### src/rtl/bilinear_image_resampler_top_defines.svh
// Assertion macros shared by the resampler RTL.
// No dependencies; included by files that carry concurrent checks.
`ifndef BILINEAR_IMAGE_RESAMPLER_TOP_DEFINES_SVH
`define BILINEAR_IMAGE_RESAMPLER_TOP_DEFINES_SVH

`ifndef NO_ASSERTIONS
// check sampled on clk, ignored while rst_n is low
`define BIR_ASSERT_RST(label, clk, rst_n, prop) \
    label: assert property (@(posedge clk) disable iff (!rst_n) (prop)) \
        else $error("assertion failed");
// check sampled on clk at every edge
`define BIR_ASSERT_ALWAYS(label, clk, prop) \
    label: assert property (@(posedge clk) (prop)) \
        else $error("assertion failed");
`else
`define BIR_ASSERT_RST(label, clk, rst_n, prop)
`define BIR_ASSERT_ALWAYS(label, clk, prop)
`endif

`endif

### src/rtl/bir_pkg.sv
// Shared constants, types and codes of the bilinear resampler.
// No dependencies.
package bir_pkg;

    localparam int MAX_WIDTH     = 256;
    localparam int MAX_HEIGHT    = 256;
    localparam int PIXEL_BITS    = 16;
    localparam int FRAC_BITS     = 16;
    localparam int COORD_BITS    = 12;
    localparam int SIZE_BITS     = 9;
    localparam int STEP_BITS     = 24;
    localparam int POS_BITS      = COORD_BITS + STEP_BITS;
    localparam int IDX_BITS      = POS_BITS - FRAC_BITS;
    localparam int COL_BITS      = $clog2(MAX_WIDTH);
    localparam int ROW_BITS      = $clog2(MAX_HEIGHT);
    localparam int MEM_ADDR_BITS = ROW_BITS + COL_BITS;
    localparam int MEM_DEPTH     = MAX_WIDTH * MAX_HEIGHT;
    // blend widths: horizontal sum, vertical difference and product
    localparam int HORZ_BITS     = PIXEL_BITS + FRAC_BITS + 2;
    localparam int VDIFF_BITS    = HORZ_BITS + 1;
    localparam int VPROD_BITS    = VDIFF_BITS + FRAC_BITS + 1;
    localparam int IPART_BITS    = VPROD_BITS - 2 * FRAC_BITS;
    localparam int APB_ADDR_BITS = 4;
    localparam int APB_DATA_BITS = 32;

    localparam logic [SIZE_BITS-1:0] SIZE_RESET = SIZE_BITS'(256);
    localparam logic [STEP_BITS-1:0] STEP_RESET = STEP_BITS'(65536);

    typedef enum logic [1:0] {
        REG_SOURCE_WIDTH  = 2'd0,
        REG_SOURCE_HEIGHT = 2'd1,
        REG_STEP_X        = 2'd2,
        REG_STEP_Y        = 2'd3
    } t_reg_idx;

    // input operation codes
    localparam logic OP_WRITE   = 1'b0;
    localparam logic OP_REQUEST = 1'b1;

    // neighbor select: row then column offset
    typedef enum logic [1:0] {
        NB_00 = 2'd0,
        NB_01 = 2'd1,
        NB_10 = 2'd2,
        NB_11 = 2'd3
    } t_nbr;

    typedef struct packed {
        logic [SIZE_BITS-1:0] source_width;
        logic [SIZE_BITS-1:0] source_height;
        logic [STEP_BITS-1:0] step_x;
        logic [STEP_BITS-1:0] step_y;
    } t_cfg;

    typedef struct packed {
        logic accept;    // input operation (write or request) taken this cycle
        logic map;       // coord * step
        logic clamp;     // neighbor indices and weights
        logic rd_en;     // image read at rd_sel
        t_nbr rd_sel;
        logic cap_en;    // capture read data into cap_sel
        t_nbr cap_sel;
        logic horz;      // blend along x
        logic vert;      // blend difference along y
        logic sum;       // final exact sum
        logic load_out;  // round and load result register
    } t_cmd;

    typedef struct packed {
        logic out_busy;  // result register full and not taken
    } t_sts;

endpackage

### src/rtl/bir_regs.sv
// APB register file of the resampler: size and step registers.
// Depends on bir_pkg.
module bir_regs (
    input  logic                               i_clk,
    input  logic                               i_rst_n,
    input  logic                               psel,
    input  logic                               penable,
    input  logic                               pwrite,
    input  logic [bir_pkg::APB_ADDR_BITS-1:0]  paddr,
    input  logic [bir_pkg::APB_DATA_BITS-1:0]  pwdata,
    output logic [bir_pkg::APB_DATA_BITS-1:0]  prdata,
    output logic                               pready,
    output bir_pkg::t_cfg                      o_cfg
);
    import bir_pkg::*;

    t_cfg     r_cfg;
    t_reg_idx idx;
    logic     wr;

    assign pready = 1'b1;
    assign idx    = t_reg_idx'(paddr[APB_ADDR_BITS-1:2]);
    assign wr     = psel & penable & pwrite & pready;

    always_ff @(posedge i_clk) begin
        if (!i_rst_n) begin
            r_cfg.source_width  <= SIZE_RESET;
            r_cfg.source_height <= SIZE_RESET;
            r_cfg.step_x        <= STEP_RESET;
            r_cfg.step_y        <= STEP_RESET;
        end else if (wr) begin
            unique case (idx)
                REG_SOURCE_WIDTH:  r_cfg.source_width  <= pwdata[SIZE_BITS-1:0];
                REG_SOURCE_HEIGHT: r_cfg.source_height <= pwdata[SIZE_BITS-1:0];
                REG_STEP_X:        r_cfg.step_x        <= pwdata[STEP_BITS-1:0];
                REG_STEP_Y:        r_cfg.step_y        <= pwdata[STEP_BITS-1:0];
                default: ;
            endcase
        end
    end

    always_comb begin
        unique case (idx)
            REG_SOURCE_WIDTH:  prdata = APB_DATA_BITS'(r_cfg.source_width);
            REG_SOURCE_HEIGHT: prdata = APB_DATA_BITS'(r_cfg.source_height);
            REG_STEP_X:        prdata = APB_DATA_BITS'(r_cfg.step_x);
            REG_STEP_Y:        prdata = APB_DATA_BITS'(r_cfg.step_y);
            default:           prdata = '0;
        endcase
    end

    assign o_cfg = r_cfg;

endmodule

### config.mk
export PLATFORM = sky130hd
export DESIGN_NAME = bir_regs
export DESIGN_NICKNAME = d
export VERILOG_FILES = /design/src/rtl/bilinear_image_resampler_top_defines.svh /design/src/rtl/bir_pkg.sv /design/src/rtl/bir_regs.sv
export SDC_FILE = /design/constraint.sdc
export NUM_CORES = 1
export LEC_CHECK = 0
export BUFFER_PORTS_ARGS = -buffer_cell sky130_fd_sc_hd__buf_2
export CELL_PAD_IN_SITES_DETAIL_PLACEMENT = 1
export CELL_PAD_IN_SITES_GLOBAL_PLACEMENT = 2
export CORE_ASPECT_RATIO = 1.5
export CORE_MARGIN = 3
export CORE_UTILIZATION = 27
export DETAILED_ROUTE_END_ITERATION = 6
export PLACE_DENSITY = 0.85
export SYNTH_ARGS = -nofsm -noshare
export SYNTH_HDL_FRONTEND = slang
export SYNTH_SLANG_ARGS = --single-unit
### constraint.sdc
create_clock -name i_clk -period 1.5 [get_ports i_clk]
set_input_delay 0.3 -clock i_clk [delete_from_list [all_inputs] [get_ports i_clk]]
set_output_delay 0.3 -clock i_clk [all_outputs]
set_load 0.01 [all_outputs]
== Word level (Yosys, flattened, before mapping) ==
Cells that the tools add are included.
Operators by class
  $add $sub $neg: 0
  multiply operators: 0
  divide/modulo/power cells: 0
  $lt $le $gt $ge: 0
  equal/unequal tests: 3
  shift-type cells: 0
  mux-type cells: 1
  bitwise logic cells: 2
  reductions and logical operators: 5
Operators by type and width (count)
  $pmux W32 S4: 1
  $reduce_and A2 Y1: 4
  $eq A2 B2 Y1 const B: 2
  $and A1 B1 Y1: 2
  $eq A2 B1 Y1 const B: 1
  $logic_not A2 Y1: 1
Storage, ports and cells
  bits in registers: 66
  latch bits: 0
  memory bits (writable): 0
  memory bits (read-only): 0
  bits of input ports: 41
  output and inout bits: 99
  logic and storage cells: 15
  memories kept: 0

== Longest topological paths before layout ==
  word-level depth: 3
  depth in mapped cells: 5
  gate-level depth less buffers: 3

== Worst setup path after synthesis ==
OpenSTA, ideal clock, no wires.
  path kind: input port to output port
  from: input paddr[3] (netlist bit)
  to: output prdata[1] (netlist bit)
  data arrival time: 1.141 ns
  data required time: 1.200 ns
  setup slack: 0.059 ns
  cell stages on the path: 3
  path buffers: 2
  path through: buf_4 -> buf_6 -> mux4_2
On the way
  word-level cells in the longest chain between the ends: 2
  elaborated cells between the ends (all ways): 5
  classes of those cells: eq/ne (3); mux (1); reduce/logical (1)
RTL lines
  start: declaration: line bir_regs.sv:9  | input logic [bir_pkg::APB_ADDR_BITS-1:0] paddr,
  $eq A2 B2 Y1, or another cell as far along: line bir_regs.sv:43  | unique case (idx)
  $pmux W32 S4 (*): line bir_regs.sv:43
  end: declaration: line bir_regs.sv:11  | output logic [bir_pkg::APB_DATA_BITS-1:0] prdata,
Mark *: on every way between the ends. The rest lies on a longest branch, timed or not. The select of a mux whose other input is x is not followed.

== Worst setup path in the final report ==
  from: register r_cfg, in the netlist o_cfg[5]
  to: output prdata[5] (netlist bit)
On the way
  word-level cells in the longest chain between the ends: 1
RTL lines
  start: declaration: line bir_regs.sv:17  | t_cfg r_cfg;
  $pmux W32 S4: line bir_regs.sv:43
Every way passes these cells. The select of a mux whose other input is x is not followed.

==> summary.md <==
| Metric | Value |
|---|---|
| Status | `finished with violations` |
| Violated checks | `setup timing` |
| Peak supply drop | `0.4982 mV` |
| Std-Cell Rows | `between 40 and 50` |
| Post-synth top cells | `nand2_1, mux2i_1, dfxtp_1, nor2b_1, buf_4` |
| Worst hold path type | `input pin to flop` |
| Fin crit share | `1.042` |
| Pin count of the biggest net entering global routing | `51` |
| CTS H-tree lvls | `3` |
| Routed wire length | `~9 mm` |
| Count leader, synth | `nand2_1` |
| Final Max Tran Viols | `0` |
| Initial DRC count | `30` |
| CP arrival | `approximately 1.3 ns` |
| Area delta synth->final | `43.66%` |
| Root buf cell | `clkbuf_16` |
| Peak Freq | `about 640 MHz` |
| Leak Pwr | `about 0.0022 uW` |
| PortBufs | `between 100 and 150` |
| Final-layout fill cell count | `~1300` |
| Avg Cell Area, Syn | `slightly above 10 sq um` |
| Vias in the first global route | `2782` |
| GR peak layer | `met2` |
| Final Critical Period | `about 1.6 ns` |
| CTS buffer count | `9` |
| Synth Register Bits | `66` |
| Worst setup EP type | `output port` |
| Initial antenna violation count | `0` |
| CP startpoint kind | `flop` |
| WL/cell | `15.06 um` |
| DRT antenna net count | `0` |
| Synth Cell Area | `about 0.0030 sq mm` |
| Die extent in y | `136.1 um` |
| I/O pins | `140` |
| Drt pass-1 iters | `4` |
| Final net count | `480` |
| Synth Flop Type | `dfxtp_1` |
| Total power | `~4100 uW` |
| Kind of critical path | `flop to output port` |
| Worst EP required | `around 1.2 ns` |
| Layout Cells excl Fill | `between 500 and 600` |
| Clk_skew | `0 ns` |
| Die area | `0.01262 sq mm` |
| Clock-pin slew on the worst setup and hold paths | `0.05 ns` |
| Grt met3 use | `0.03654` |
| Dpl cells | `between 500 and 600` |
| Antenna Cells | `0` |
| Met1 GRT Util | `0.1605` |
| Final Hold Viols | `0` |
| Via density | `between 4 and 5` |
| Gr usage total | `0.1457` |
| Global-route track usage on met2 | `0.2677` |
| Latest clock arrival within the worst-skew pair | `approximately 0.32 ns` |
| Synth area leaders | `dfxtp_1, mux2i_1, nand2_1` |
| Syn Inst Count | `around 300` |
| Clk sinks | `between 60 and 70` |
| Hpwl dp | `6.427 mm` |
| CTS max path bufs | `2` |
| Final setup viols | `9` |
| Hold_ws | `around 0.25 ns` |
| RePlAce Congestion | `between 0.7 and 0.8` |
| Pwr dens | `between 900 and 1000 mW/mm^2` |
| Max-cap violations | `0` |
| Highest net fanout along the worst path | `2` |
| Register area share after synthesis | `0.4337` |
| DR vias | `between 2000 and 3000` |
| Die W | `~90 um` |
| Initial Util | `0.2816` |
| Number of flip-flops under the largest register name | `66` |
| Area of the multi-input gates | `roughly 0.0015 sq mm` |
| Final Core Density | `0.4045` |
| Layout cells sized above 1 | `0.4752` |
| Final WS setup | `-0.06303 ns` |
| Area leader, netlist | `dfxtp_1` |
| Core area | `around 0.011 sq mm` |
| Number of flops mapped to enable cells by yosys | `0` |
| DRC viols | `0` |
| CTS tree | `done` |
| Share of the synthesized area in the top cell type | `0.4337` |
| FF/Latch Area | `approximately 0.0014 sq mm` |
| RSZ-0062 raised after global routing | `true` |
| Synth warn | `0` |
| Ys async rst share | `0` |
| Post-synth cell types | `15` |
| First-pass GRT wire length | `roughly 14 mm` |
| GR Overflow Total | `0` |
[worst max-delay path, cell delays in order, from the launching register on]
cell	delay (ns)
dfxtp_2	0.32
mux4_2	0.48
buf_6	0.14
[kinds of logic (layout without fill, tap and decap cells)]
family                 count (synthesis)  in the layout  synth area share
AND/OR/NAND/NOR                      111            111            0.1626
multiplexers                          90             90            0.3326
flip-flops                            66             66            0.4337
buffers and inverters                 32            168           0.06858
other                                  2              9          0.002465
[through the flow]
step	setup WS (ns)	setup TNS, ns	area (sq um)
CTS	-0.07535	-0.5781	4350
floorplan	0.05914	0	3073
global route	-0.1044	-0.8260	4377
finish	-0.06303	-0.4300	4377
global placement	-0.01577	-0.07141	3849
detailed placement	-0.04608	-0.5925	3849
[final timing paths]
| check | slack, ns | cells after the start | end | startpoint |
|---|---|---|---|---|
| max reg2reg | 0.71 | 4 | o_cfg[7] | o_cfg[7] |
| max | -0.06 | 2 | prdata[5] | o_cfg[5] |
| min | 0.25 | 3 | o_cfg[13] | pwdata[13] |
| min reg2reg | 0.46 | 2 | o_cfg[50] | o_cfg[50] |
[final cells by class]
cell class / instances / share of cell area
Clock inverter: 4 / 0.005718
Multi-Input combinational cell: 210 / 0.3539
Clock buffer: 12 / 0.06089
Sequential cell: 66 / 0.3105
Timing Repair Buffer: 152 / 0.2278
Tap cell: 144 / 0.04117
[where the power goes]
| group | leakage (uW) | internal [uW] | switching, uW |
|---|---|---|---|
| registers | 0.000546 | 1780 | 15.6 |
| logic | 0.00151 | 164 | 184 |
| clock network | 0.000141 | 1250 | 752 |
[timing repair]
item,in CTS,in global routing
setup buffers,16,3
hold buffers,0,0
endpoints found under the setup margin,9,9
gates cloned,0,0
gates resized for setup,36,3
[metal layers]
metal,vias to the layer above,share of wire
met5,-,0
met4,0,0.014
met3,10,0.063
met2,89,0.53
met1,1257,0.39
li1,1266,-
[layout by cell type, fill, tap and decap left out, drive strengths merged]
| cell type | netlist | routed |
|---|---|---|
| buf | 23 | 152 |
| nand2 | 85 | 85 |
| mux2i | 81 | 81 |
| dfxtp | 66 | 66 |
| nor2b | 21 | 21 |
| clkbuf | 9 | 12 |
| mux4 | 9 | 9 |
| conb | 2 | 9 |
| clkinv | 0 | 2 |
| clkinvlp | 0 | 2 |
| and3 | 1 | 1 |
| nand3b | 1 | 1 |
| and3b | 1 | 1 |
| nand3 | 1 | 1 |
| nor3b | 1 | 1 |
No activity file was read; power rests on OpenSTA's default activity.
