**config.mk**
```make
export PLATFORM = sky130hd
export DESIGN_NAME = bir_ctrl
export DESIGN_NICKNAME = d
export VERILOG_FILES = /design/src/rtl/bir_pkg.sv /design/src/rtl/bir_ctrl.sv
export VERILOG_INCLUDE_DIRS = /design/src /design/src/rtl
export SDC_FILE = /design/constraint.sdc
export NUM_CORES = 1
export LEC_CHECK = 0
export BUFFER_PORTS_ARGS = -buffer_cell sky130_fd_sc_hd__buf_2
export CORE_ASPECT_RATIO = 0.6
export CORE_UTILIZATION = 28
export DETAILED_ROUTE_END_ITERATION = 16
export GPL_TIMING_DRIVEN = 0
export SKIP_LAST_GASP = 1
export SYNTH_ARGS = -nofsm -noshare
export SYNTH_HDL_FRONTEND = slang
export SYNTH_SLANG_ARGS = --single-unit
```
**constraint.sdc**
```tcl
create_clock -name i_clk -period 1.7 [get_ports i_clk]
set_input_delay 0.255 -clock i_clk [delete_from_list [all_inputs] [get_ports i_clk]]
set_output_delay 0.255 -clock i_clk [all_outputs]
set_load 0.01 [all_outputs]
```
**src/rtl/bilinear_image_resampler_top_defines.svh**
```systemverilog
// Assertion macros shared by the resampler RTL.
// No dependencies; included by files that carry concurrent checks.
`ifndef BILINEAR_IMAGE_RESAMPLER_TOP_DEFINES_SVH
`define BILINEAR_IMAGE_RESAMPLER_TOP_DEFINES_SVH

`ifndef NO_ASSERTIONS
// check sampled on clk, ignored while rst_n is low
`define BIR_ASSERT_RST(label, clk, rst_n, prop) \
    label: assert property (@(posedge clk) disable iff (!rst_n) (prop)) \
        else $error("assertion failed");
// check sampled on clk at every edge
`define BIR_ASSERT_ALWAYS(label, clk, prop) \
    label: assert property (@(posedge clk) (prop)) \
        else $error("assertion failed");
`else
`define BIR_ASSERT_RST(label, clk, rst_n, prop)
`define BIR_ASSERT_ALWAYS(label, clk, prop)
`endif

`endif

```
**src/rtl/bir_pkg.sv**
```systemverilog
// Shared constants, types and codes of the bilinear resampler.
// No dependencies.
package bir_pkg;

    localparam int MAX_WIDTH     = 256;
    localparam int MAX_HEIGHT    = 256;
    localparam int PIXEL_BITS    = 16;
    localparam int FRAC_BITS     = 16;
    localparam int COORD_BITS    = 12;
    localparam int SIZE_BITS     = 9;
    localparam int STEP_BITS     = 24;
    localparam int POS_BITS      = COORD_BITS + STEP_BITS;
    localparam int IDX_BITS      = POS_BITS - FRAC_BITS;
    localparam int COL_BITS      = $clog2(MAX_WIDTH);
    localparam int ROW_BITS      = $clog2(MAX_HEIGHT);
    localparam int MEM_ADDR_BITS = ROW_BITS + COL_BITS;
    localparam int MEM_DEPTH     = MAX_WIDTH * MAX_HEIGHT;
    // blend widths: horizontal sum, vertical difference and product
    localparam int HORZ_BITS     = PIXEL_BITS + FRAC_BITS + 2;
    localparam int VDIFF_BITS    = HORZ_BITS + 1;
    localparam int VPROD_BITS    = VDIFF_BITS + FRAC_BITS + 1;
    localparam int IPART_BITS    = VPROD_BITS - 2 * FRAC_BITS;
    localparam int APB_ADDR_BITS = 4;
    localparam int APB_DATA_BITS = 32;

    localparam logic [SIZE_BITS-1:0] SIZE_RESET = SIZE_BITS'(256);
    localparam logic [STEP_BITS-1:0] STEP_RESET = STEP_BITS'(65536);

    typedef enum logic [1:0] {
        REG_SOURCE_WIDTH  = 2'd0,
        REG_SOURCE_HEIGHT = 2'd1,
        REG_STEP_X        = 2'd2,
        REG_STEP_Y        = 2'd3
    } t_reg_idx;

    // input operation codes
    localparam logic OP_WRITE   = 1'b0;
    localparam logic OP_REQUEST = 1'b1;

    // neighbor select: row then column offset
    typedef enum logic [1:0] {
        NB_00 = 2'd0,
        NB_01 = 2'd1,
        NB_10 = 2'd2,
        NB_11 = 2'd3
    } t_nbr;

    typedef struct packed {
        logic [SIZE_BITS-1:0] source_width;
        logic [SIZE_BITS-1:0] source_height;
        logic [STEP_BITS-1:0] step_x;
        logic [STEP_BITS-1:0] step_y;
    } t_cfg;

    typedef struct packed {
        logic accept;    // input operation (write or request) taken this cycle
        logic map;       // coord * step
        logic clamp;     // neighbor indices and weights
        logic rd_en;     // image read at rd_sel
        t_nbr rd_sel;
        logic cap_en;    // capture read data into cap_sel
        t_nbr cap_sel;
        logic horz;      // blend along x
        logic vert;      // blend difference along y
        logic sum;       // final exact sum
        logic load_out;  // round and load result register
    } t_cmd;

    typedef struct packed {
        logic out_busy;  // result register full and not taken
    } t_sts;

endpackage

```
**src/rtl/bir_ctrl.sv**
```systemverilog
// Sequencer of the resampler: input handshake and per-request step order.
// Depends on bir_pkg and the assertion macro header.
`include "bilinear_image_resampler_top_defines.svh"
module bir_ctrl (
    input  logic          i_clk,
    input  logic          i_rst_n,
    input  logic          i_in_valid,
    input  logic          i_operation,
    output logic          o_in_ready,
    input  bir_pkg::t_sts i_sts,
    output bir_pkg::t_cmd o_cmd
);
    import bir_pkg::*;

    typedef enum logic [11:0] {
        S_IDLE  = 12'b0000_0000_0001,
        S_MAP   = 12'b0000_0000_0010,
        S_CLAMP = 12'b0000_0000_0100,
        S_RD00  = 12'b0000_0000_1000,
        S_RD01  = 12'b0000_0001_0000,
        S_RD10  = 12'b0000_0010_0000,
        S_RD11  = 12'b0000_0100_0000,
        S_WAIT  = 12'b0000_1000_0000,
        S_HORZ  = 12'b0001_0000_0000,
        S_VERT  = 12'b0010_0000_0000,
        S_SUM   = 12'b0100_0000_0000,
        S_ROUND = 12'b1000_0000_0000
    } t_state;

    t_state r_state, n_state;
    t_cmd   cmd;
    logic   accept;

    assign o_in_ready = (r_state == S_IDLE);
    assign accept     = i_in_valid & o_in_ready;

    always_comb begin
        n_state = r_state;
        cmd     = '0;
        unique case (r_state)
            S_IDLE: begin
                cmd.accept = accept;
                if (accept && (i_operation == OP_REQUEST)) begin
                    n_state = S_MAP;
                end
            end
            S_MAP: begin
                cmd.map = 1'b1;
                n_state = S_CLAMP;
            end
            S_CLAMP: begin
                cmd.clamp = 1'b1;
                n_state   = S_RD00;
            end
            S_RD00: begin
                cmd.rd_en  = 1'b1;
                cmd.rd_sel = NB_00;
                n_state    = S_RD01;
            end
            S_RD01: begin
                cmd.rd_en   = 1'b1;
                cmd.rd_sel  = NB_01;
                cmd.cap_en  = 1'b1;
                cmd.cap_sel = NB_00;
                n_state     = S_RD10;
            end
            S_RD10: begin
                cmd.rd_en   = 1'b1;
                cmd.rd_sel  = NB_10;
                cmd.cap_en  = 1'b1;
                cmd.cap_sel = NB_01;
                n_state     = S_RD11;
            end
            S_RD11: begin
                cmd.rd_en   = 1'b1;
                cmd.rd_sel  = NB_11;
                cmd.cap_en  = 1'b1;
                cmd.cap_sel = NB_10;
                n_state     = S_WAIT;
            end
            S_WAIT: begin
                cmd.cap_en  = 1'b1;
                cmd.cap_sel = NB_11;
                n_state     = S_HORZ;
            end
            S_HORZ: begin
                cmd.horz = 1'b1;
                n_state  = S_VERT;
            end
            S_VERT: begin
                cmd.vert = 1'b1;
                n_state  = S_SUM;
            end
            S_SUM: begin
                // product of the vertical step is registered now
                cmd.sum = 1'b1;
                n_state = S_ROUND;
            end
            S_ROUND: begin
                // hold until the result slot frees
                if (!i_sts.out_busy) begin
                    cmd.load_out = 1'b1;
                    n_state      = S_IDLE;
                end
            end
            default: n_state = S_IDLE;
        endcase
    end

    always_ff @(posedge i_clk) begin
        if (!i_rst_n) begin
            r_state <= S_IDLE;
        end else begin
            r_state <= n_state;
        end
    end

    assign o_cmd = cmd;

    `BIR_ASSERT_RST(a_load_needs_slot, i_clk, i_rst_n, o_cmd.load_out |-> !i_sts.out_busy)
    `BIR_ASSERT_RST(a_req_starts_map, i_clk, i_rst_n, (accept && (i_operation == OP_REQUEST)) |=> (r_state == S_MAP))
    `BIR_ASSERT_RST(a_no_read_while_ready, i_clk, i_rst_n, o_in_ready |-> !o_cmd.rd_en)

endmodule

```
Word level (Yosys, flattened, before mapping)
Index checks and enable logic that the tools add are counted.

Bits in registers: 12. Bits of input ports: 5.

Equality and inequality tests: 14. Multiplexer cells: 13. Bitwise operators: 1. Reduce and logical (&&, ||, !) cells: 2.

Operators with widths (number): $pmux W12 S12 (1); $mux W12 (2); $pmux W3 S4 (2); $eq A12 B1 Y1 const B (1); $eq A12 B10 Y1 const B (1); $eq A12 B11 Y1 const B (1); $eq A12 B12 Y1 const B (1); $eq A12 B2 Y1 const B (1); $eq A12 B3 Y1 const B (1); $eq A12 B4 Y1 const B (1); $eq A12 B5 Y1 const B (1); $eq A12 B6 Y1 const B (1); $eq A12 B7 Y1 const B (1); $eq A12 B8 Y1 const B (1); $eq A12 B9 Y1 const B (1); $mux W1 (8); $ne A2 B1 Y1 const B (1); $ne A2 B2 Y1 const B (1); $reduce_and A2 Y1 (1); $and A1 B1 Y1 (1); $logic_and A1 B1 Y1 (1).

Logic depth before layout (Yosys ltp)
Gate-level depths: netlist of run 1.

Word-level depth: 5. Mapped depth: 5.

Least setup slack after synthesis of run 1
No wires, ideal clock.

Path kind: reg-to-output. Start: register r_state[7]. End: output o_cmd[0] (netlist name). Arrival: 1474 ps. Data required time: 1445 ps. Setup slack: -29 ps. Cell stages (with the launch flop): 5. Path buffers: 1. Cells stage by stage: dfxtp_1 > buf_2 > nor4_4 > nand3_2 > nor4b_1.

RTL lines: start: declaration (RTL line bir_ctrl.sv:30) `t_state r_state, n_state;`; start signal: assignment (RTL line bir_ctrl.sv:114) `r_state <= n_state;`; end: declaration (RTL line bir_ctrl.sv:11) `output bir_pkg::t_cmd o_cmd`.

==> metrics.txt, run 1 <==
metal2 WL=1.42 mm; Via Count=978; full die area=3280 um2; pre-CTS WS=-171 ps; WL met1=1.29 mm; initial drt markers=39; capturing element type of the critical path=output pin; Crit Path Max Fanout=6; cts hold-fix bufs=0; 1st-pass router iterations=4; DRC violations left=0; vias in the first global route=916; Power Density=568 nW/um2; highest-count cells in the layout ignoring fill and taps=29 x buf_4, 16 x buf_2, 9 x buf_6; Syn Inst Count=93; Distinct cells, synth=41; Seq/Total Area, Yosys=0.281; All-Layer GR Usage=0.194; later-pin clock latency in the skew report=260 ps; commonest non-fill, non-tap cell in the layout=buf_4; hold worst-path end=r_state[2]$_SDFFE_PN0P_; Core ar.=2890 um2; CTS max path bufs=2; number of routed nets with antenna violations=0; Final Critical Period=2000 ps; Inserted Diodes=0; Ys Warns=0; fraction of final layout cells sized beyond drive strength 1=0.664; synthesized area=855 um2; P_leak=0.581 nW; Sw Share=0.284; worst endpoint required time=1440 ps; actual slew at the worst max-slew pin=372 ps; Final Max Tran Viols=0; root buffer cell=clkbuf_8; Via-to-Cell Ratio=5.20; Largest register FFs=12; number of enable flip-flop cells after synthesis=0; total CTS buffers=3; Final #Nets=152; Tcrit/Tclk final=1.18; setup ws final=-299 ps; Syn Area/Cell=9.19 um2; final WL=2.92 mm; Slew HR=0.750; violated checks=negative setup slack; htree depth=1; Biggest register=r_state; fmax=500 MHz; die height=44.8 um; grt ovf=0; Synth top area share=0.281; Sequential Power Share=0.342; Top FF cell, synth=dfxtp_1; combinational power share=0.264; crit start category=flip-flop; largest area contributor in the netlist=dfxtp_1; CTS tree=done; Hold/Removal Path Class=in2reg; port bufs=18; biggest regs=r_state (12); largest net degree at the start of global routing=11; DP HPWL=1.51 mm; #FFs+latches synth=12; num rows=15; hold path depth=2; Sink Count=12; Hold Startpoint=i_rst_n; WP data arrival=1740 ps; WS Path Type=reg2out; IO Pins=19; Psw=0.241 mW; Highest Signal Layer=met4; Initial Utilization=0.296; initial antenna violation count=0; top cells by area, synth=dfxtp_1 28%, nor4_4 5.0%, nor3_2 4.7%, nor4_1 4.4%, nor4_2 4.4%; final hold vios=0; Layout Skew=1.75 ps; Max Cap Violations=0; VDD IR max=0.000218 V; Async S/R FF share, synth=0; RSZ-0062 raised after global routing=yes; Final setup viols=24; Clock transition at path regs=60 ps; power share of the clock group=0.395; metal3 WL=124 um; first-pass GRT wire length=4.60 mm; final core occ=0.517; syn nets=98; Final Wtd Congestion=0.772; Worst R2R End=r_state[7]$_SDFFE_PN0P_; FF-to-FF setup slack=-170 ps; FF-to-FF Start=r_state[9]$_SDFFE_PN0P_; design internal power=0.608 mW; outcome=finished with violations; die width=73.3 um; wire per inst=15.5 um; Area growth syn-to-layout=75.0%; reg2reg path depth=4
[cells by family (layout without fill, tap and decap cells)]
kind of cell	after synthesis	after routing	synth area share
AND/OR/NAND/NOR	52	52	0.454
XOR/XNOR	5	5	0.0513
AO/OA/AOI/OAI	16	16	0.154
flip-flops	12	12	0.281
buffers and inverters	8	61	0.0600
[routing by layer]
layer	track usage	vias to the layer above
met2	0.330	24
met3	0.0469	9
li1	-	461
met5	0	-
met1	0.236	484
met4	0.0962	0
[cell type report]
cell class | instances | area, um2
Fill cell | 266 | 1400
Multi-Input combinational cell | 73 | 717
Timing Repair Buffer | 49 | 347
Sequential cell | 12 | 260
Clock buffer | 4 | 55.1
Buffer | 5 | 52.6
Tap cell | 42 | 52.6
Inverter | 3 | 11.3
[Yosys cell counts, drive strengths merged, types with 2 or more instances]
cell / n
xor2: 2
nor4: 11
nor2: 6
inv: 3
o211ai: 2
nor3: 5
a21oi: 3
dfxtp: 12
o21ai: 4
or4b: 2
and2: 3
buf: 5
nor2b: 2
and3b: 3
or4: 3
xnor2: 3
nand3: 2
nand2: 8
[what timing repair did]
action	CTS	global route
setup endpoints to repair	24	25
gates resized for setup	40	6
pin swaps	19	2
buffers inserted	24	7
cloned	0	0
[worst max-delay path, stage by stage, from the launching register on]
cell and delay, ps:
dfxtp_2 320, buf_6 140, nor4_4 340, buf_4 180, nand3_4 90, nor4b_2 250, buf_2 160
[metrics by stage]
stage / instances / TNS, ps / cell area, um2 / power [mW] / hold WS [ps]
2_1_floorplan: 93 / -16.7 / 867 / 0.388 / 377
3_3_place_gp: 153 / -1670 / 1010 / 0.419 / 502
3_5_place_dp: 153 / -1960 / 1010 / 0.421 / 519
4_1_cts: 181 / -2720 / 1420 / 0.813 / 269
5_1_grt: 188 / -5510 / 1500 / 0.886 / 264
6_report: 188 / -3960 / 1500 / 0.849 / 261
[worst max-delay path by stage]
stage                                  startpoint                 endpoint  slack [ps]
after floorplan           r_state[7]$_SDFFE_PN0P_  r_state[3]$_SDFFE_PN0P_         -20
after global placement    r_state[7]$_SDFFE_PN0P_                o_cmd[10]        -180
after detailed placement  r_state[7]$_SDFFE_PN0P_                o_cmd[10]        -170
after CTS                 r_state[5]$_SDFFE_PN0P_                 o_cmd[0]        -230
after global routing      r_state[7]$_SDFFE_PN0P_                 o_cmd[0]        -360
final                     r_state[5]$_SDFFE_PN0P_                 o_cmd[0]        -300
[power by group through the flow]
stage / Combinational (mW) / Sequential (mW) / Clock (mW)
final: 0.224 / 0.290 / 0.335
after global routing: 0.240 / 0.290 / 0.356
after CTS: 0.203 / 0.290 / 0.321
after detailed placement: 0.119 / 0.302 / 0
after global placement: 0.118 / 0.301 / 0
after floorplan: 0.0880 / 0.300 / 0
Note: power is estimated with default switching activity, not from simulation.
==> run 2: changes to the inputs <==
CORE_ASPECT_RATIO = default   (was 0.6)
CORE_UTILIZATION = 52   (was 28)
PLACE_DENSITY = 0.77   (was default)
clock period = 1.9 ns   (was 1.7 ns; I/O delays follow)
==> run 2 against run 1 <==
Against the previous run:
- the flow still finishes with violations (negative setup slack)
- non-clock buffer count down 5
- clock-buffer cell count stayed put
- final area down 7.5%
- global-route usage rose by 11 points
- register-to-register slack improved by 110 ps
- combinational power increased by 6%
- routed wire length rose by 14%
- worst setup slack gained 140 ps
- critical path depth did not move
- die area is 45% lower
- via count rose by 4.4%
- clock power down 33%
==> metrics.txt, run 2 (synthesis gave the netlist of run 1 again) <==
outcome=finished with violations; violated checks=negative setup slack; initial antenna violation count=0; Biggest register=r_state; Worst R2R End=r_state[1]$_SDFFE_PN0P_; Final setup viols=15; CP max stage delay=370 ps; capturing element type of the critical path=output pin; full die area=1810 um2; critical path cell sequence=nor4_4 -> buf_4 -> buf_4 -> buf_6 -> and4_1 -> buf_2; Hold/Removal Path Class=in2reg; Hold Startpoint=i_rst_n; commonest non-fill, non-tap cell in the layout=buf_4; htree depth=1; slowest CP cell=dfxtp_4; Tcrit/Tclk final=1.09; WP data arrival=1780 ps; Clock transition at path regs=90 ps; Final #Nets=147; All-Layer GR Usage=0.301; port bufs=18; Power Density=523 nW/um2; CTS tree=done; Via-to-Cell Ratio=6.50; WS Path Type=reg2out; final WL=3.31 mm; Initial Utilization=0.561; Final Wtd Congestion=0.836; crit start category=flip-flop; largest net degree at the start of global routing=12; hold worst-path end=r_state[2]$_SDFFE_PN0P_; Sink Count=12; vias in the first global route=871; grt ovf=0; DRC violations left=0; actual slew at the worst max-slew pin=386 ps; crit path launch=r_state[0]$_SDFFE_PN1P_; FF-to-FF Start=r_state[6]$_SDFFE_PN0P_; highest-count cells in the layout ignoring fill and taps=24 x buf_4, 16 x buf_2, 9 x buf_6; dpl cells=127; Area growth syn-to-layout=61.8%; total CTS buffers=3; Layout Skew=10.4 ps; root buffer cell=clkbuf_4; crit-path most repeated cell=buf_4; biggest regs=r_state (12); wire per inst=21.1 um; final hold vios=0; hold path depth=2; FF-to-FF setup slack=-60 ps; DP HPWL=1.29 mm; Via Count=1,021; Crit Path Max Fanout=3; Max Cap Violations=0; fillers=63; IO Pins=19; die width=42.5 um; placed instance area=965 um2; worst endpoint required time=1620 ps; cts hold-fix bufs=0; num rows=14; pre-CTS WS=-16.0 ps; Largest register FFs=12; setup ws final=-163 ps; reg2reg path depth=10; die height=42.5 um; Final Instance Count excl. Fillers=157; VDD IR max=0.000420 V; CTS max path bufs=2; number of routed nets with antenna violations=0; Slew HR=0.740; design area=1380 um2; Inserted Diodes=0; fraction of final layout cells sized beyond drive strength 1=0.652; first-pass GRT wire length=4.01 mm; final core occ=0.907; Final Critical Period=2060 ps; Final Max Tran Viols=0; RSZ-0062 raised after global routing=yes; fmax=485 MHz; total negative slack=-1550 ps; Core ar.=1520 um2; 1st-pass router iterations=4; later-pin clock latency in the skew report=300 ps; P_leak=0.540 nW; initial drt markers=46
[run 2: changes by cell type in the layout (fill, tap and decap cells not counted), moves of 2 or more]
| cell | before | now |
|---|---|---|
| clkbuf_8 | 4 | 1 |
| buf_4 | 29 | 24 |
| dfxtp_4 | 4 | 2 |
| or4_1 | 0 | 2 |
| or4_4 | 3 | 1 |
| dfxtp_1 | 4 | 2 |
| nand2_4 | 0 | 2 |
| clkbuf_4 | 0 | 3 |
| dfxtp_2 | 4 | 8 |
[run 2: critical path, delay by kind of cell (launching register included)]
family / cells / cell delay [ps]
buffers and inverters: 4 / 540
flip-flops: 1 / 370
AND/OR/NAND/NOR: 2 / 550
[run 2: layout make-up]
type | count | area, um2 | area share
well taps | 16 | 20.0 | 0.0145
repair buffers | 45 | 317 | 0.229
flip-flops and latches | 12 | 258 | 0.186
inverters | 3 | 11.3 | 0.00814
plain buffers | 4 | 45.0 | 0.0326
multi-input cells | 73 | 696 | 0.503
clock buffers | 4 | 36.3 | 0.0262
[run 2: worst max-delay path by stage]
stage	endpoint	slack (ps)	cells after the start
floorplan	o_cmd[0]	140	4
global placement	o_cmd[2]	-10	5
detailed placement	o_cmd[10]	-20	5
CTS	o_cmd[0]	-140	6
global route	o_cmd[0]	-230	6
finish	o_cmd[8]	-160	6
[run 2: stage by stage]
step	power [mW]	hold WS [ps]
floorplan	0.346	407
global placement	0.371	535
detailed placement	0.372	534
CTS	0.668	253
global route	0.755	243
finish	0.723	246
[run 2: report_power, final]
group	internal, mW	switching (mW)	leakage, nW	total (mW)
clock network	0.117	0.106	0.0210	0.223
registers	0.256	0.00593	0.102	0.262
logic	0.126	0.111	0.417	0.238
total	0.499	0.224	0.540	0.723
[run 2: routing by layer]
| layer | global-route usage | routed length (um) |
|---|---|---|
| met1 | 0.348 | 1250 |
| met2 | 0.489 | 1590 |
| met3 | 0.116 | 222 |
| met4 | 0.131 | 248 |
| met5 | 0 | 0 |
[run 2: what timing repair did]
item,CTS,global route
setup buffers,20,7
resized for setup,33,13
endpoints found under the setup margin,13,19
pin swaps,10,11
==> run 3: changes to the inputs <==
BUFFER_PORTS_ARGS = default   (was -buffer_cell sky130_fd_sc_hd__buf_2)
CORE_UTILIZATION = 60   (was 52)
CTS_CLUSTER_SIZE = 14   (was default)
DONT_BUFFER_PORTS = 1   (was default)
PLACE_DENSITY = 0.76   (was 0.77)
clock period = 2 ns   (was 1.9 ns; I/O delays follow)
==> run 3 against run 2 <==
Against the previous run:
- the run still ends with negative setup slack left
- final area decreased by 14%
- clock skew decreased by 8.8 ps
- power decreased by 19%
- die area decreased by 13%
- sequential cell count unchanged
- clock-buffer cell count unchanged
- clock power decreased by 7%
- routed wire length decreased by 20%
- core utilization decreased by 0.98 points
- sequential power decreased by 3%
- non-clock buffer count decreased by 30
- critical path type unchanged
==> metrics.txt, run 3 (synthesis gave the netlist of run 1 again) <==
Final setup viols=2; Largest register FFs=12; Hold/Removal Path Class=in2reg; power share of the clock group=0.354; Initial Utilization=0.649; crit start category=flip-flop; CP max stage delay=420 ps; first-pass GRT wire length=3.28 mm; pre-CTS WS=62.3 ps; Final Max Tran Viols=0; DRC violations left=0; final hold vios=0; Max Cap Violations=0; initial drt markers=54; capturing element type of the critical path=output pin; RSZ-0062 raised after global routing=yes; Final Critical Period=2010 ps; Inserted Diodes=0; grt ovf=0; full die area=1580 um2; Area growth syn-to-layout=38.4%; die height=39.7 um; Biggest register=r_state; Crit Path Max Fanout=5; Slew HR=0.727; largest net degree at the start of global routing=11; DP HPWL=1.23 mm; Power Density=496 nW/um2; design internal power=0.404 mW; commonest non-fill, non-tap cell in the layout=buf_4; WS Path Type=reg2out; Core ar.=1320 um2; total CTS buffers=3; Sw Share=0.311; outcome=finished with violations; num rows=13; initial antenna violation count=0; actual slew at the worst max-slew pin=409 ps; vias in the first global route=664; fraction of final layout cells sized beyond drive strength 1=0.486; port bufs=0; Final #Nets=117; htree depth=1; later-pin clock latency in the skew report=280 ps; Via-to-Cell Ratio=6.94; Final Wtd Congestion=0.812; die width=39.7 um; Sequential Power Share=0.433; IO Pins=19; P_leak=0.386 nW; biggest regs=r_state (12); total negative slack=-11.5 ps; critical path cell sequence=nor4_4 -> buf_4 -> nand3_4 -> nor4b_4; highest-count cells in the layout ignoring fill and taps=13 x buf_4, 8 x dfxtp_1, 7 x nor4_4; CTS max path bufs=2; Sink Count=12; CTS tree=done; Layout Skew=1.63 ps; root buffer cell=clkbuf_4; combinational power share=0.213; Tcrit/Tclk final=1.01; 1st-pass router iterations=4; violated checks=negative setup slack; Via Count=875; VDD IR max=0.000388 V; All-Layer GR Usage=0.320; worst endpoint required time=1700 ps; wire per inst=21.0 um; WP buf/inv=1; final WL=2.65 mm; WP data arrival=1710 ps; fmax=497 MHz; setup ws final=-11.3 ps; Clock transition at path regs=90 ps; CP delay by family, top=simple AND/OR/NAND/NOR gates; Psw=0.182 mW; slowest CP cell=nor4_4; number of routed nets with antenna violations=0
run 3: layout make-up:
type	count	area [um2]
clock buffers	4	36.3
well taps	15	18.8
flip-flops and latches	12	245
repair buffers	14	109
fillers	56	135
multi-input cells	73	712
plain buffers	5	50.0
inverters	3	11.3
run 3: through the flow:
step | hold slack [ps] | util | std cells | power, mW | instance area (um2)
CTS | 135 | 0.830 | 118 | 0.575 | 1090
global route | 142 | 0.897 | 126 | 0.604 | 1180
detailed placement | 427 | 0.663 | 108 | 0.342 | 873
global placement | 423 | 0.663 | 108 | 0.342 | 873
floorplan | 422 | - | 93 | 0.329 | 855
finish | 137 | 0.897 | 126 | 0.586 | 1180
run 3: final timing paths:
| kind | from | to | slack [ps] | cells past startpoint |
|---|---|---|---|---|
| worst max register to register | r_state[1]$_SDFFE_PN0P_ | r_state[7]$_SDFFE_PN0P_ | 60 | 5 |
| worst max-delay path | r_state[3]$_SDFFE_PN0P_ | o_cmd[0] | -10 | 4 |
| worst min-delay path | i_rst_n | r_state[2]$_SDFFE_PN0P_ | 140 | 1 |
| worst min register to register | r_state[3]$_SDFFE_PN0P_ | r_state[4]$_SDFFE_PN0P_ | 610 | 2 |
run 3: power by group through the flow:
stage | Sequential [mW] | Combinational [mW] | Clock [mW]
final | 0.254 | 0.125 | 0.208
after floorplan | 0.255 | 0.0739 | 0
after detailed placement | 0.256 | 0.0860 | 0
after global routing | 0.255 | 0.131 | 0.218
after CTS | 0.252 | 0.118 | 0.205
after global placement | 0.256 | 0.0861 | 0
run 3: routing by layer:
metal,global-route usage,share of wire
met5,0,0
met3,0.0398,0.077
met2,0.508,0.50
met4,0.129,0.024
met1,0.427,0.40
run 3: repair_timing:
action	CTS	global route
endpoints found under the setup margin	9	14
gates resized for setup	22	10
hold buffers	0	0
pin swaps	6	7
setup buffers	6	8
